## src/hdl/assert_macros.svh

```systemverilog
// ----------------------------------------------------------------------------
// assert_macros.svh
// Clocked assertion shorthands for the stick channel shaper.
// ----------------------------------------------------------------------------
`ifndef ASSERT_MACROS_SVH
`define ASSERT_MACROS_SVH

// Checked only while out of reset.
`define STCS_ASSERT(label, prop, msg) \
    label: assert property (@(posedge i_clk) disable iff (!i_rst_n) prop) \
        else $error(msg);

// Checked on every edge, reset included.
`define STCS_ASSERT_RST(label, prop, msg) \
    label: assert property (@(posedge i_clk) prop) else $error(msg);

`endif

```

## src/hdl/stcs_pkg.sv

```systemverilog
// ----------------------------------------------------------------------------
// stcs_pkg
// Shared types and constants of the stick channel shaper pipeline.
// ----------------------------------------------------------------------------
package stcs_pkg;

    localparam int SAMPLE_BITS_DEF = 10;
    localparam int CFG_IDX_W       = 3;
    localparam int CFG_DATA_W      = 8;

    // divider geometry: 16-bit dividend, 8-bit divisor, 8-bit quotient
    localparam int DVS_W     = 8;
    localparam int PROD_W    = 2 * DVS_W;
    localparam int DIV_STEPS = DVS_W;

    // expo curve widths
    localparam int CUBE_W      = 22;
    localparam int WCUBE_W     = 29;
    localparam int RECIP_W     = 30;
    localparam int Q1_W        = 16;
    localparam int EXPO_SHIFT  = 43;
    localparam int PCT_SHIFT   = 19;
    localparam int PCT_PROD_W  = 29;
    localparam int Q2_W        = 10;
    localparam int FULL_SHIFT  = 23;

    // rounded-up reciprocals for the constant divisors 127*127, 100 and 255
    localparam logic [RECIP_W-1:0] EXPO_RECIP =
        RECIP_W'((64'd1 << EXPO_SHIFT) / 64'd16129 + 64'd1);
    localparam logic [12:0] PCT_RECIP =
        13'((32'd1 << PCT_SHIFT) / 32'd100 + 32'd1);
    localparam logic [15:0] FULL_RECIP =
        16'((32'd1 << FULL_SHIFT) / 32'd255 + 32'd1);

    localparam logic [7:0]         FULL_SCALE = 8'd255;
    localparam logic signed [8:0]  CURVE_MID  = 9'sd127;
    localparam logic signed [7:0]  PCT_FULL   = 8'sd100;
    localparam logic signed [10:0] CENTER     = 11'sd90;
    localparam logic [7:0]         POS_MAX    = 8'd180;

    typedef enum logic [CFG_IDX_W-1:0] {
        CFG_LOW_END       = 3'd0,
        CFG_HIGH_END      = 3'd1,
        CFG_TRAVEL_RANGE  = 3'd2,
        CFG_TRIM_OFFSET   = 3'd3,
        CFG_EXPO_PERCENT  = 3'd4,
        CFG_INVERT_OUTPUT = 3'd5,
        CFG_THROTTLE_MODE = 3'd6
    } t_cfg_idx;

    typedef struct packed {
        logic [7:0]        low_end;
        logic [7:0]        high_end;
        logic [6:0]        travel_range;
        logic signed [7:0] trim_offset;
        logic [6:0]        expo_percent;
        logic              invert_output;
        logic              throttle_mode;
    } t_cfg;

    localparam t_cfg CFG_RESET = '{
        low_end:       8'd0,
        high_end:      8'd255,
        travel_range:  7'd90,
        trim_offset:   8'sd0,
        expo_percent:  7'd0,
        invert_output: 1'b0,
        throttle_mode: 1'b0
    };

endpackage

```

## src/hdl/stcs_front.sv

```systemverilog
// ----------------------------------------------------------------------------
// stcs_front
// Clamp the reading to the calibrated ends and form the map dividend.
// ----------------------------------------------------------------------------
module stcs_front #(
    parameter int SAMPLE_BITS = stcs_pkg::SAMPLE_BITS_DEF
) (
    input  logic                        i_clk,
    input  logic                        i_rst_n,
    input  stcs_pkg::t_cfg              i_cfg,
    input  logic                        i_vld,
    input  logic [SAMPLE_BITS-1:0]      i_sample,
    output logic                        o_rdy,
    input  logic                        i_nxt_rdy,
    output logic                        o_vld,
    output logic [stcs_pkg::PROD_W-1:0] o_dvd,
    output logic [stcs_pkg::DVS_W-1:0]  o_dvs,
    output logic                        o_zero
);

    logic [1:0] r_vld;
    logic [1:0] rdy;

    logic [SAMPLE_BITS-1:0] v;
    logic [SAMPLE_BITS-1:0] lo;
    logic [SAMPLE_BITS-1:0] hi;
    logic [SAMPLE_BITS-1:0] vc;
    logic [7:0]             vc8;

    logic [7:0] n_a_dmag, r_a_dmag;
    logic [7:0] n_a_smag, r_a_smag;
    logic [7:0] n_a_scale, r_a_scale;
    logic       n_a_zero, r_a_zero;

    logic [stcs_pkg::PROD_W-1:0] n_b_dvd, r_b_dvd;
    logic [stcs_pkg::DVS_W-1:0]  r_b_dvs;
    logic                        r_b_zero;

    always_comb begin
        rdy[1] = !r_vld[1] || i_nxt_rdy;
        rdy[0] = !r_vld[0] || rdy[1];
    end
    assign o_rdy = rdy[0];

    always_comb begin
        v  = {2'b00, i_sample[SAMPLE_BITS-1:2]};
        lo = SAMPLE_BITS'(i_cfg.low_end);
        hi = SAMPLE_BITS'(i_cfg.high_end);
        priority if (v < lo) begin
            vc = lo;
        end else if (v > hi) begin
            vc = hi;
        end else begin
            vc = v;
        end
        // clamped value never exceeds the larger end, so it fits a byte
        vc8 = vc[7:0];
        n_a_dmag  = (vc8 >= i_cfg.low_end) ? vc8 - i_cfg.low_end : i_cfg.low_end - vc8;
        n_a_smag  = (i_cfg.high_end >= i_cfg.low_end) ? i_cfg.high_end - i_cfg.low_end
                                                      : i_cfg.low_end - i_cfg.high_end;
        n_a_zero  = (i_cfg.high_end == i_cfg.low_end);
        n_a_scale = i_cfg.throttle_mode ? {i_cfg.travel_range, 1'b0}
                                        : stcs_pkg::FULL_SCALE;
    end

    // both distances carry the same sign, so magnitudes keep the quotient
    assign n_b_dvd = stcs_pkg::PROD_W'(r_a_dmag) * stcs_pkg::PROD_W'(r_a_scale);

    always_ff @(posedge i_clk) begin
        if (!i_rst_n) begin
            r_vld <= '0;
        end else begin
            if (rdy[0]) begin
                r_vld[0] <= i_vld;
            end
            if (rdy[1]) begin
                r_vld[1] <= r_vld[0];
            end
        end
    end

    always_ff @(posedge i_clk) begin
        if (rdy[0]) begin
            r_a_dmag  <= n_a_dmag;
            r_a_smag  <= n_a_smag;
            r_a_scale <= n_a_scale;
            r_a_zero  <= n_a_zero;
        end
        if (rdy[1]) begin
            r_b_dvd  <= n_b_dvd;
            r_b_dvs  <= r_a_smag;
            r_b_zero <= r_a_zero;
        end
    end

    assign o_vld  = r_vld[1];
    assign o_dvd  = r_b_dvd;
    assign o_dvs  = r_b_dvs;
    assign o_zero = r_b_zero;

endmodule

```

## src/hdl/stcs_div.sv

```systemverilog
// ----------------------------------------------------------------------------
// stcs_div
// Pipelined restoring divider, one quotient bit per stage.
// ----------------------------------------------------------------------------
`include "assert_macros.svh"

module stcs_div (
    input  logic                        i_clk,
    input  logic                        i_rst_n,
    input  logic                        i_vld,
    input  logic [stcs_pkg::PROD_W-1:0] i_dvd,
    input  logic [stcs_pkg::DVS_W-1:0]  i_dvs,
    input  logic                        i_zero,
    output logic                        o_rdy,
    input  logic                        i_nxt_rdy,
    output logic                        o_vld,
    output logic [stcs_pkg::DVS_W-1:0]  o_quot
);

    localparam int NS   = stcs_pkg::DIV_STEPS;
    localparam int LAST = NS - 1;
    localparam int W    = stcs_pkg::DVS_W;

    logic [NS-1:0] r_vld;
    logic [NS-1:0] r_zero;
    logic [NS-1:0] rdy;
    logic [NS-1:0] p_vld;
    logic [NS-1:0] p_zero;

    logic [W-1:0] r_rem [NS];
    logic [W-1:0] r_low [NS];
    logic [W-1:0] r_q   [NS];
    logic [W-1:0] r_dvs [NS];
    logic [W-1:0] p_rem [NS];
    logic [W-1:0] p_low [NS];
    logic [W-1:0] p_q   [NS];
    logic [W-1:0] p_dvs [NS];
    logic [W-1:0] n_rem [NS];
    logic [W-1:0] n_low [NS];
    logic [W-1:0] n_q   [NS];

    always_comb begin
        rdy[LAST] = !r_vld[LAST] || i_nxt_rdy;
        for (int i = LAST - 1; i >= 0; i--) begin
            rdy[i] = !r_vld[i] || rdy[i+1];
        end
    end
    assign o_rdy = rdy[0];

    assign p_vld  = {r_vld[NS-2:0], i_vld};
    assign p_zero = {r_zero[NS-2:0], i_zero};

    // the upper dividend byte is below the divisor, so it seeds the remainder
    always_comb begin
        p_rem[0] = i_dvd[stcs_pkg::PROD_W-1:W];
        p_low[0] = i_dvd[W-1:0];
        p_q[0]   = '0;
        p_dvs[0] = i_dvs;
        for (int i = 1; i < NS; i++) begin
            p_rem[i] = r_rem[i-1];
            p_low[i] = r_low[i-1];
            p_q[i]   = r_q[i-1];
            p_dvs[i] = r_dvs[i-1];
        end
    end

    always_comb begin
        logic [W:0] trial;
        logic [W:0] diff;
        logic       ge;
        for (int i = 0; i < NS; i++) begin
            trial    = {p_rem[i], p_low[i][W-1]};
            diff     = trial - {1'b0, p_dvs[i]};
            ge       = (trial >= {1'b0, p_dvs[i]});
            n_rem[i] = ge ? diff[W-1:0] : trial[W-1:0];
            n_low[i] = {p_low[i][W-2:0], 1'b0};
            n_q[i]   = {p_q[i][W-2:0], ge};
        end
    end

    always_ff @(posedge i_clk) begin
        if (!i_rst_n) begin
            r_vld <= '0;
        end else begin
            for (int i = 0; i < NS; i++) begin
                if (rdy[i]) begin
                    r_vld[i] <= p_vld[i];
                end
            end
        end
    end

    always_ff @(posedge i_clk) begin
        for (int i = 0; i < NS; i++) begin
            if (rdy[i]) begin
                r_rem[i]  <= n_rem[i];
                r_low[i]  <= n_low[i];
                r_q[i]    <= n_q[i];
                r_dvs[i]  <= p_dvs[i];
                r_zero[i] <= p_zero[i];
            end
        end
    end

    assign o_vld = r_vld[LAST];
    // a zero span maps to the bottom of the output range
    assign o_quot = r_zero[LAST] ? '0 : r_q[LAST];

    `STCS_ASSERT(a_rem_below_dvs, r_vld[LAST] && !r_zero[LAST] |-> r_rem[LAST] < r_dvs[LAST], "divider remainder not below divisor")

endmodule

```

## src/hdl/stcs_expo.sv

```systemverilog
// ----------------------------------------------------------------------------
// stcs_expo
// Cubic expo curve on the 0 to 255 stick value, six register stages.
// ----------------------------------------------------------------------------
module stcs_expo (
    input  logic           i_clk,
    input  logic           i_rst_n,
    input  stcs_pkg::t_cfg i_cfg,
    input  logic           i_vld,
    input  logic [7:0]     i_quot,
    output logic           o_rdy,
    input  logic           i_nxt_rdy,
    output logic           o_vld,
    output logic [7:0]     o_curve,
    output logic [7:0]     o_quot
);

    localparam int NS = 6;

    logic [NS-1:0] r_vld;
    logic [NS-1:0] rdy;

    // stage 1: offset from mid and square of its magnitude
    logic signed [8:0] n1_x, r1_x;
    logic [7:0]        n1_m, r1_m;
    logic [15:0]       n1_m2, r1_m2;
    logic [7:0]        r1_q;
    // stage 2: cube and linear term
    logic [stcs_pkg::CUBE_W-1:0] n2_m3, r2_m3;
    logic signed [7:0]           n2_kw;
    logic signed [16:0]          n2_t2, r2_t2;
    logic                        r2_neg;
    logic [7:0]                  r2_q;
    // stage 3: weighted cube
    logic [stcs_pkg::WCUBE_W-1:0] n3_p, r3_p;
    logic signed [16:0]           r3_t2;
    logic                         r3_neg;
    logic [7:0]                   r3_q;
    // stage 4: divide by 127 squared
    logic [stcs_pkg::WCUBE_W+stcs_pkg::RECIP_W-1:0] n4_prod;
    logic [stcs_pkg::Q1_W-1:0]                      r4_q1;
    logic signed [16:0]                             r4_t2;
    logic                                           r4_neg;
    logic [7:0]                                     r4_q;
    // stage 5: signed sum split into sign and magnitude
    logic signed [17:0]        n5_q1s;
    logic signed [17:0]        n5_s;
    logic                      n5_neg, r5_neg;
    logic [15:0]               n5_mag, r5_mag;
    logic [7:0]                r5_q;
    // stage 6: divide by 100, recenter and clamp
    logic [stcs_pkg::PCT_PROD_W-1:0] n6_prod;
    logic [stcs_pkg::Q2_W-1:0]       n6_q2;
    logic signed [11:0]              n6_q2s;
    logic signed [11:0]              n6_ys;
    logic [7:0]                      n6_y, r6_y;
    logic [7:0]                      r6_q;

    always_comb begin
        rdy[NS-1] = !r_vld[NS-1] || i_nxt_rdy;
        for (int i = NS - 2; i >= 0; i--) begin
            rdy[i] = !r_vld[i] || rdy[i+1];
        end
    end
    assign o_rdy = rdy[0];

    always_comb begin
        n1_x  = $signed({1'b0, i_quot}) - stcs_pkg::CURVE_MID;
        n1_m  = n1_x[8] ? 8'(-n1_x) : n1_x[7:0];
        n1_m2 = 16'(n1_m) * 16'(n1_m);

        n2_m3 = stcs_pkg::CUBE_W'(r1_m2) * stcs_pkg::CUBE_W'(r1_m);
        n2_kw = stcs_pkg::PCT_FULL - $signed({1'b0, i_cfg.expo_percent});
        n2_t2 = 17'(r1_x) * 17'(n2_kw);

        n3_p = stcs_pkg::WCUBE_W'(r2_m3) * stcs_pkg::WCUBE_W'(i_cfg.expo_percent);

        n4_prod = (stcs_pkg::WCUBE_W + stcs_pkg::RECIP_W)'(r3_p)
                * (stcs_pkg::WCUBE_W + stcs_pkg::RECIP_W)'(stcs_pkg::EXPO_RECIP);

        // truncate toward zero: divide the magnitude, then restore the sign
        n5_q1s = $signed({2'b00, r4_q1});
        n5_s   = (r4_neg ? -n5_q1s : n5_q1s) + 18'(r4_t2);
        n5_neg = n5_s[17];
        n5_mag = 16'(n5_neg ? -n5_s : n5_s);

        n6_prod = stcs_pkg::PCT_PROD_W'(r5_mag) * stcs_pkg::PCT_PROD_W'(stcs_pkg::PCT_RECIP);
        n6_q2   = n6_prod[stcs_pkg::PCT_SHIFT +: stcs_pkg::Q2_W];
        n6_q2s  = $signed({2'b00, n6_q2});
        n6_ys   = (r5_neg ? -n6_q2s : n6_q2s) + 12'(stcs_pkg::CURVE_MID);
        priority if (n6_ys < 12'sd0) begin
            n6_y = '0;
        end else if (n6_ys > $signed({4'b0000, stcs_pkg::FULL_SCALE})) begin
            n6_y = stcs_pkg::FULL_SCALE;
        end else begin
            n6_y = n6_ys[7:0];
        end
    end

    always_ff @(posedge i_clk) begin
        if (!i_rst_n) begin
            r_vld <= '0;
        end else begin
            if (rdy[0]) begin
                r_vld[0] <= i_vld;
            end
            for (int i = 1; i < NS; i++) begin
                if (rdy[i]) begin
                    r_vld[i] <= r_vld[i-1];
                end
            end
        end
    end

    always_ff @(posedge i_clk) begin
        if (rdy[0]) begin
            r1_x  <= n1_x;
            r1_m  <= n1_m;
            r1_m2 <= n1_m2;
            r1_q  <= i_quot;
        end
        if (rdy[1]) begin
            r2_m3  <= n2_m3;
            r2_t2  <= n2_t2;
            r2_neg <= r1_x[8];
            r2_q   <= r1_q;
        end
        if (rdy[2]) begin
            r3_p   <= n3_p;
            r3_t2  <= r2_t2;
            r3_neg <= r2_neg;
            r3_q   <= r2_q;
        end
        if (rdy[3]) begin
            r4_q1  <= n4_prod[stcs_pkg::EXPO_SHIFT +: stcs_pkg::Q1_W];
            r4_t2  <= r3_t2;
            r4_neg <= r3_neg;
            r4_q   <= r3_q;
        end
        if (rdy[4]) begin
            r5_neg <= n5_neg;
            r5_mag <= n5_mag;
            r5_q   <= r4_q;
        end
        if (rdy[5]) begin
            r6_y <= n6_y;
            r6_q <= r5_q;
        end
    end

    assign o_vld   = r_vld[NS-1];
    assign o_curve = r6_y;
    assign o_quot  = r6_q;

endmodule

```

## src/hdl/stcs_back.sv

```systemverilog
// ----------------------------------------------------------------------------
// stcs_back
// Outside throttle mode map onto travel around center; trim, clamp, mirror.
// ----------------------------------------------------------------------------
module stcs_back (
    input  logic           i_clk,
    input  logic           i_rst_n,
    input  stcs_pkg::t_cfg i_cfg,
    input  logic           i_vld,
    input  logic [7:0]     i_curve,
    input  logic [7:0]     i_quot,
    output logic           o_rdy,
    input  logic           i_nxt_rdy,
    output logic           o_vld,
    output logic [7:0]     o_pos
);

    localparam int NS = 3;

    logic [NS-1:0] r_vld;
    logic [NS-1:0] rdy;

    logic [15:0]        n1_n, r1_n;
    logic [7:0]         r1_q;
    logic [31:0]        n2_prod;
    logic [7:0]         r2_f;
    logic [7:0]         r2_q;
    logic signed [10:0] n3_base;
    logic signed [10:0] n3_val;
    logic [7:0]         n3_clip;
    logic [7:0]         n3_pos, r3_pos;

    always_comb begin
        rdy[NS-1] = !r_vld[NS-1] || i_nxt_rdy;
        for (int i = NS - 2; i >= 0; i--) begin
            rdy[i] = !r_vld[i] || rdy[i+1];
        end
    end
    assign o_rdy = rdy[0];

    always_comb begin
        n1_n    = 16'(i_curve) * 16'({i_cfg.travel_range, 1'b0});
        n2_prod = 32'(r1_n) * 32'(stcs_pkg::FULL_RECIP);

        if (i_cfg.throttle_mode) begin
            n3_base = $signed({3'b000, r2_q});
        end else begin
            n3_base = $signed({3'b000, r2_f}) + stcs_pkg::CENTER
                    - $signed({4'b0000, i_cfg.travel_range});
        end
        n3_val = n3_base + 11'(i_cfg.trim_offset);
        priority if (n3_val < 11'sd0) begin
            n3_clip = '0;
        end else if (n3_val > $signed({3'b000, stcs_pkg::POS_MAX})) begin
            n3_clip = stcs_pkg::POS_MAX;
        end else begin
            n3_clip = n3_val[7:0];
        end
        n3_pos = i_cfg.invert_output ? stcs_pkg::POS_MAX - n3_clip : n3_clip;
    end

    always_ff @(posedge i_clk) begin
        if (!i_rst_n) begin
            r_vld <= '0;
        end else begin
            if (rdy[0]) begin
                r_vld[0] <= i_vld;
            end
            for (int i = 1; i < NS; i++) begin
                if (rdy[i]) begin
                    r_vld[i] <= r_vld[i-1];
                end
            end
        end
    end

    always_ff @(posedge i_clk) begin
        if (rdy[0]) begin
            r1_n <= n1_n;
            r1_q <= i_quot;
        end
        if (rdy[1]) begin
            r2_f <= n2_prod[stcs_pkg::FULL_SHIFT +: 8];
            r2_q <= r1_q;
        end
        if (rdy[2]) begin
            r3_pos <= n3_pos;
        end
    end

    assign o_vld = r_vld[NS-1];
    assign o_pos = r3_pos;

endmodule

```

## src/hdl/stick_channel_shaper_unit.sv

```systemverilog
// ----------------------------------------------------------------------------
// stick_channel_shaper_unit
// Shapes a filtered stick reading into a 0 to 180 degree channel position.
// ----------------------------------------------------------------------------
// Input channel: i_sample with i_in_valid; a beat is taken on a rising edge
// with i_in_valid high and o_in_stall low. Output channel: o_position with
// o_out_valid; a beat leaves on a rising edge with o_out_valid high and
// i_out_stall low. One result per sample, in order.
// Configuration: i_cfg_index / i_cfg_data with i_cfg_valid; o_cfg_ready is
// always high. Write only while the pipeline is empty.
// Throughput: one sample per cycle while o_in_stall is low. The pipeline has
// 19 register stages (2 clamp/product stages, 8 divider stages of one
// quotient bit each, 6 expo curve stages, 3 output stages). The divider by
// the calibrated span is what sets the depth.
// Reset (synchronous, active low) empties the pipeline and loads the
// register defaults. While the receiver stalls, the output register holds
// its beat and empty stages keep filling; o_in_stall rises only once every
// stage holds a beat.
// ----------------------------------------------------------------------------
`include "assert_macros.svh"

module stick_channel_shaper_unit #(
    parameter int SAMPLE_BITS = stcs_pkg::SAMPLE_BITS_DEF
) (
    input  logic                            i_clk,
    input  logic                            i_rst_n,
    input  logic                            i_in_valid,
    output logic                            o_in_stall,
    input  logic [SAMPLE_BITS-1:0]          i_sample,
    output logic                            o_out_valid,
    input  logic                            i_out_stall,
    output logic [7:0]                      o_position,
    input  logic                            i_cfg_valid,
    output logic                            o_cfg_ready,
    input  logic [stcs_pkg::CFG_IDX_W-1:0]  i_cfg_index,
    input  logic [stcs_pkg::CFG_DATA_W-1:0] i_cfg_data
);

    stcs_pkg::t_cfg r_cfg;

    logic                        front_rdy;
    logic                        front_vld;
    logic [stcs_pkg::PROD_W-1:0] front_dvd;
    logic [stcs_pkg::DVS_W-1:0]  front_dvs;
    logic                        front_zero;
    logic                        div_rdy;
    logic                        div_vld;
    logic [7:0]                  div_quot;
    logic                        expo_rdy;
    logic                        expo_vld;
    logic [7:0]                  expo_curve;
    logic [7:0]                  expo_quot;
    logic                        back_rdy;

    assign o_cfg_ready = 1'b1;

    always_ff @(posedge i_clk) begin
        if (!i_rst_n) begin
            r_cfg <= stcs_pkg::CFG_RESET;
        end else if (i_cfg_valid && o_cfg_ready) begin
            unique case (stcs_pkg::t_cfg_idx'(i_cfg_index))
                stcs_pkg::CFG_LOW_END:       r_cfg.low_end       <= i_cfg_data;
                stcs_pkg::CFG_HIGH_END:      r_cfg.high_end      <= i_cfg_data;
                stcs_pkg::CFG_TRAVEL_RANGE:  r_cfg.travel_range  <= i_cfg_data[6:0];
                stcs_pkg::CFG_TRIM_OFFSET:   r_cfg.trim_offset   <= $signed(i_cfg_data);
                stcs_pkg::CFG_EXPO_PERCENT:  r_cfg.expo_percent  <= i_cfg_data[6:0];
                stcs_pkg::CFG_INVERT_OUTPUT: r_cfg.invert_output <= i_cfg_data[0];
                stcs_pkg::CFG_THROTTLE_MODE: r_cfg.throttle_mode <= i_cfg_data[0];
                default: begin
                    // drop writes past the register list
                end
            endcase
        end
    end

    stcs_front #(
        .SAMPLE_BITS (SAMPLE_BITS)
    ) u_front (
        .i_clk     (i_clk),
        .i_rst_n   (i_rst_n),
        .i_cfg     (r_cfg),
        .i_vld     (i_in_valid),
        .i_sample  (i_sample),
        .o_rdy     (front_rdy),
        .i_nxt_rdy (div_rdy),
        .o_vld     (front_vld),
        .o_dvd     (front_dvd),
        .o_dvs     (front_dvs),
        .o_zero    (front_zero)
    );

    stcs_div u_div (
        .i_clk     (i_clk),
        .i_rst_n   (i_rst_n),
        .i_vld     (front_vld),
        .i_dvd     (front_dvd),
        .i_dvs     (front_dvs),
        .i_zero    (front_zero),
        .o_rdy     (div_rdy),
        .i_nxt_rdy (expo_rdy),
        .o_vld     (div_vld),
        .o_quot    (div_quot)
    );

    stcs_expo u_expo (
        .i_clk     (i_clk),
        .i_rst_n   (i_rst_n),
        .i_cfg     (r_cfg),
        .i_vld     (div_vld),
        .i_quot    (div_quot),
        .o_rdy     (expo_rdy),
        .i_nxt_rdy (back_rdy),
        .o_vld     (expo_vld),
        .o_curve   (expo_curve),
        .o_quot    (expo_quot)
    );

    stcs_back u_back (
        .i_clk     (i_clk),
        .i_rst_n   (i_rst_n),
        .i_cfg     (r_cfg),
        .i_vld     (expo_vld),
        .i_curve   (expo_curve),
        .i_quot    (expo_quot),
        .o_rdy     (back_rdy),
        .i_nxt_rdy (!i_out_stall),
        .o_vld     (o_out_valid),
        .o_pos     (o_position)
    );

    assign o_in_stall = !front_rdy;

    `STCS_ASSERT(a_stall_only_when_full, o_in_stall |-> (o_out_valid && i_out_stall), "input stalled while output not blocked")
    `STCS_ASSERT(a_position_range, o_out_valid |-> (o_position <= stcs_pkg::POS_MAX), "position beyond 180")
    `STCS_ASSERT_RST(a_reset_empties, !i_rst_n |=> !o_out_valid, "output valid right after reset")

endmodule

```

## config.mk

```make
export PLATFORM = sky130hd
export DESIGN_NAME = stick_channel_shaper_unit
export DESIGN_NICKNAME = d
export VERILOG_FILES = /design/src/hdl/stcs_pkg.sv /design/src/hdl/stcs_front.sv /design/src/hdl/stcs_div.sv /design/src/hdl/stcs_expo.sv /design/src/hdl/stcs_back.sv /design/src/hdl/stick_channel_shaper_unit.sv
export VERILOG_INCLUDE_DIRS = /design/src /design/src/hdl
export SDC_FILE = /design/constraint.sdc
export NUM_CORES = 2
export LEC_CHECK = 0
export ABC_AREA = 1
export BUFFER_PORTS_ARGS = -buffer_cell sky130_fd_sc_hd__buf_2
export CORE_ASPECT_RATIO = 0.8
export CORE_UTILIZATION = 35
export DETAILED_ROUTE_END_ITERATION = 10
export PLACE_DENSITY_LB_ADDON = 0.25
export SLEW_MARGIN = 0
export SYNTH_ARGS = -nofsm -noshare
export SYNTH_HDL_FRONTEND = slang
export SYNTH_HIERARCHICAL = 1
export SYNTH_SLANG_ARGS = --single-unit
```

## constraint.sdc

```tcl
create_clock -name i_clk -period 25.6 [get_ports i_clk]
set_input_delay 3.84 -clock i_clk [delete_from_list [all_inputs] [get_ports i_clk]]
set_output_delay 3.84 -clock i_clk [all_outputs]
set_load 0.02 [all_outputs]
```

# == Yosys cells after proc, flatten, opt, wreduce, memory -nomap -nowiden ==
# Memories as Yosys holds them, arrays and structs flattened.
# Index checks and enable logic that the tools add are counted.
# totals
reg_bits,391
mem_bits_rw,248
input_bits,26
output_inout_bits,11
wordCells,215
mem_count,4
# memory_table
name,words,width,read_ports,rd_clocked_by_memory_dff,write_ports,line_no,text
u_div.r_dvs,8,8,7,0,8,stcs_div.sv:33,logic [W-1:0] r_dvs [NS];
u_div.r_q,8,8,8,0,8,stcs_div.sv:32,logic [W-1:0] r_q [NS];
u_div.r_rem,8,8,7,0,8,stcs_div.sv:30,logic [W-1:0] r_rem [NS];
u_div.r_low,8,7,7,0,8,stcs_div.sv:31,logic [W-1:0] r_low [NS];
# op_classes
addsub,24
n_mul,9
magnitude_cmp,16
n_eq_ne,7
muxes,39
reduce_logical,48
# ops
operator,count
$mux W8,18
$sub A8 B8 Y8,12
$ge A9 B8 Y1,8
$mul A29 B30 Y59 const B,1
$mul A8 B8 Y16,2
$mul A15 B16 Y30 const B,1
$mul A16 B13 Y29 const B,1
$mul A22 B7 Y29,1
$mul A16 B8 Y22,1
$logic_not A1 Y1,21
$logic_or A1 B1 Y1,19
$add A18 B17 Y18,1
$mux W18,1
$neg A16 Y18,1
$mul A9 B8 Y17,1
$mux W1,17
$ge A8 B8 Y1,2
$mux W16,1
$neg A16 Y16,1
$mul A8 B7 Y15,1
$reduce_and A2 Y1,7
$add A12 B8 Y12 const B,1
$gt A12 B9 Y1 const B,1
$lt A12 B1 Y1 const B,1
19 further kinds,22

# == Depth between registers and ports, before layout ==
# logic_depth
word_depth,21
depth_mapped,38
depth_no_buf,38

# == Modules after synthesis ==
# Netlist, hierarchy kept.
# by_module_without_submodules
module,n_inst,cells_per_inst,area_each_um2,seq_area_each_um2
stcs_expo,1,3983,35730.5,6876.6
stcs_div,1,994,10168.5,5685.5
stcs_front,1,804,6313.6,1541.5
stcs_back,1,694,5839.4,1471.4
stick_channel_shaper_unit,1,231,1645.3,800.8

# == Worst setup path before layout ==
# Ideal clock, no wire load.
# synth_timing
path_kind,input to output
start,input port i_out_stall
end,output port o_in_stall
arrival_ns,12.225
t_required_ns,21.760
setup_slack_ns,9.535
path_stages,22
path_buffers,0
path_cell_list,inv_1 inv_1 nand2_1 nor2_1 nand2_1 nor2_1 inv_1 nor2_1 inv_1 nor2_1 inv_1 nor2_1 inv_1 nor2_1 nand2_1 inv_1 nand4_1 nor3_4 nand4_1 inv_1 nand3_1 inv_1
# synth_between
elab_chain_cells,21
# synth_lines
item,line_no,text
start: declaration,stick_channel_shaper_unit.sv:31,"input logic i_out_stall,"
$logic_not A1 Y1,stick_channel_shaper_unit.sv:126,".i_nxt_rdy (!i_out_stall),"
$logic_or A1 B1 Y1,stcs_back.sv:34,rdy[NS-1] = !r_vld[NS-1] || i_nxt_rdy;
named net u_back.rdy[2],stcs_back.sv:21,logic [NS-1:0] rdy;
$logic_or A1 B1 Y1 (2 in a row),stcs_back.sv:36,rdy[i] = !r_vld[i] || rdy[i+1];
named net back_rdy,stick_channel_shaper_unit.sv:53,logic back_rdy;
$logic_or A1 B1 Y1,stcs_expo.sv:60,rdy[NS-1] = !r_vld[NS-1] || i_nxt_rdy;
named net u_expo.rdy[5],stcs_expo.sv:21,logic [NS-1:0] rdy;
$logic_or A1 B1 Y1,stcs_expo.sv:62,rdy[i] = !r_vld[i] || rdy[i+1];
named net u_expo.rdy[4],stcs_expo.sv:21,
[... 1 more ...],--,
named net u_expo.rdy[3],stcs_expo.sv:21,
[... 1 more ...],--,
named net u_expo.rdy[2],stcs_expo.sv:21,
[... 2 more ...],--,
named net expo_rdy,stick_channel_shaper_unit.sv:49,logic expo_rdy;
[... 1 more ...],--,
$logic_or A1 B1 Y1 (2 in a row),stcs_div.sv:45,rdy[i] = !r_vld[i] || rdy[i+1];
named net u_div.rdy[5],stcs_div.sv:26,logic [NS-1:0] rdy;
$logic_or A1 B1 Y1 (5 in a row),stcs_div.sv:45,
named net div_rdy,stick_channel_shaper_unit.sv:46,logic div_rdy;
$logic_or A1 B1 Y1,stcs_front.sv:40,rdy[1] = !r_vld[1] || i_nxt_rdy;
$logic_or A1 B1 Y1,stcs_front.sv:41,rdy[0] = !r_vld[0] || rdy[1];
named net front_rdy,stick_channel_shaper_unit.sv:41,logic front_rdy;
$logic_not A1 Y1,stick_channel_shaper_unit.sv:131,assign o_in_stall = !front_rdy;
end: declaration,stick_channel_shaper_unit.sv:28,"output logic o_in_stall,"
# The timed path passes the listed nets, and every way through them passes these cells.

# == Worst setup path after layout ==
# Ends and elaborated chain as after synthesis.

==> impl_metrics.tcl <==
set metrics [dict create \
    yosys.area.top_type "edfxtp_1" \
    top_layer "met5" \
    clk_latency_ns 0.67 \
    grt_max_degree 57 \
    yosys.area.top_type_share 0.255 \
    relSlewSlack 0.189 \
    fin_tns_setup_ns 0 \
    end_kind "output pin" \
    chipHeight_um 371 \
    cts_tree "done" \
    rr_worst_depth 30 \
    clock_path_buffers 3 \
    grt_pass1_wl_mm 219 \
    syn_area_um2 59700 \
    antenna_found_initial 4 \
    crit_arrival_ns 8.71 \
    avgViaCountPerCell 4.66 \
    path_class "in2out" \
    rsz0062_at_grt "false" \
    numCtsBuffers 68 \
    overflow 0 \
    ant_nets 0 \
    syn2layout_area_growth_pct 8.53 \
    initial_core_util 0.353 \
    hold_viol 0 \
    setup_viol 0 \
    r2r_slack_ns 18.36 \
    post-route-min-period_ns 12.55 \
    core-area_um2 169000 \
    nets 8188 \
    grt_pass1_vias 41800 \
    finalCritPeriodShare 0.490 \
    start_kind "input pin" \
    drive_above_1_share 0.0530 \
    worstMarginPinSlew_ns 1.21 \
    dieArea_um2 172000 \
    synth_ff_type "edfxtp_1" \
    synth_cells 6706 \
    hpwl_mm 111 \
    ys_warn_count 6 \
    fp.dieW_um 464 \
    worst-endpoint-required_ns 21.76 \
    ctsHtreeMaxLevel 3 \
    route.met3.wl_mm 5.08 \
    worst_clock_skew_ns 0.0603 \
    whs_ns 0.381 \
    first_pass_iters 5 \
    path_clk_slew_ns 0.06 \
    numClockSinks 565 \
    ys_async_sr_fraction 0 \
    yosysMostFrequentCell "inv_1" \
    holdPathStages 0 \
    yosysSeqAreaShare 0.274 \
    grt_usage 0.158 \
    cts-root-buf "clkbuf_16" \
    first_iter_violations 2625 \
    wl_met2_mm 56.9 \
    portBuffers 33 \
    wirelength_mm 134 \
    ctsResizeCount 0 \
    synth-edff-count 506 \
    slew_viol_final 0 \
    ys_types 67 \
    synthTopCellsByCount "1499 x inv_1, 1431 x nand2_1, 889 x ha_1" \
    gp_congestion 0.878 \
    post_cts_buffers 0 \
    via_count 42200 \
    drv_cap 0 \
    hp-class "reg2reg" \
    synth_fp_nets 8162 \
    fmax_mhz 79.7 \
    ys_top_cells_by_area "edfxtp_1 25%, ha_1 19%, fa_1 18%" \
    cp_max_fo 28 \
    pin_count 37 \
    status "finished, final reports clean" \
    worst_slack_ns 13.05 \
    synth-seq-cells 565 \
    wire_per_inst_um 14.8 \
    pre_cts_slack_ns 12.97 \
    syn_avg_cell_area_um2 8.90 \
    rows 135 \
    drc 0 \
    wl_met1_mm 69.8 \
    ctsHoldBuffers 0 \
]
## layout make-up
class / instances / area [um^2]
well taps: 2260 / 2830
multi-input cells: 4519 / 37100
clock buffers: 81 / 1810
inverters: 1528 / 5740
clock inverters: 44 / 604
repair buffers: 50 / 293
fillers: 17100 / 104000
flip-flops and latches: 565 / 16400
diodes: 3 / 7.51
## cell usage in the layout, fill, tap and decap left out, types with 70 or more instances in the layout
cell | Yosys | layout
inv_1 | 1499 | 1496
nand2_1 | 1431 | 1430
ha_1 | 889 | 889
fa_1 | 541 | 541
edfxtp_1 | 506 | 506
nor2_1 | 363 | 363
a21oi_1 | 280 | 280
nand3_1 | 250 | 250
xor2_1 | 142 | 142
o21ai_0 | 126 | 126
xnor2_1 | 80 | 80
clkbuf_16 | 0 | 70
## flip-flops by register name, summed over array words and instances, names as in the netlist, 9 cells and up
signal         count
u_expo/r2_m3      22
u_expo/r3_t2      17
u_expo/r1_x        9
u_expo/r3_p       29
u_div/r_rem       56
u_div/r_low       28
u_div/r_dvs       56
u_expo/r5_mag     16
u_expo/r2_t2      17
r_cfg             40
u_front/o_dvd     16
u_expo/r4_q1      16
u_expo/r1_m2      14
u_back/r1_n       15
u_expo/r4_t2      17
u_div/r_q         36
## logic make-up after synthesis
logic type                 share of synthesized area
other                                       0.000189
DFF                                            0.274
xor gates and xnor gates                      0.0328
and+or+nand+nor                                0.169
AOI/OAI and AO/OA                             0.0517
adders and majority gates                      0.368
buffers and inverters                          0.104
## metrics by stage
step | util | instances | cell area (um^2)
floorplan | - | 6706 | 59700
global placement | 0.368 | 8922 | 62400
detailed placement | 0.368 | 8922 | 62400
CTS | 0.383 | 9047 | 64800
global route | 0.383 | 9050 | 64800
finish | 0.383 | 9050 | 64800
## metal layers
metal,track usage,vias up
met5,0,-
met4,0.0350,2
met3,0.0176,129
met2,0.238,670
met1,0.239,20200
li1,-,21200
## path summary, 6_finish.rpt
path	from	endpoint
setup / recovery	i_out_stall	o_in_stall
hold / removal	u_expo/r3_t2[2]	u_expo/r4_t2[2]
setup reg to reg	u_div/r_zero[7]	u_expo/r1_m2[15]
hold reg to reg	u_expo/r3_t2[2]	u_expo/r4_t2[2]
## critical path, stage by stage
cell and delay (ns):
buf_2 0.08, inv_1 0.03, inv_1 0.04, nand2_1 0.32, nor2_1 0.28, nand2_1 0.66, nor2_1 0.28, inv_1 0.33
nor2_1 0.19, inv_1 0.07, nor2_1 0.10, clkinv_1 0.10, nor2_1 0.13, inv_2 0.05, nor2_1 0.22, nand2_2 0.09
inv_1 0.09, nand4_1 0.07, buf_4 0.25, nor3_4 0.24, nand4_1 0.12, buf_4 0.26, inv_1 0.11, nand3_1 0.07
buf_4 0.24, inv_1 0.19, buf_2 0.19
Power is left out: the tool's default activity adds up to more than one toggle a clock period on the data nets, which glitch-free logic cannot reach.
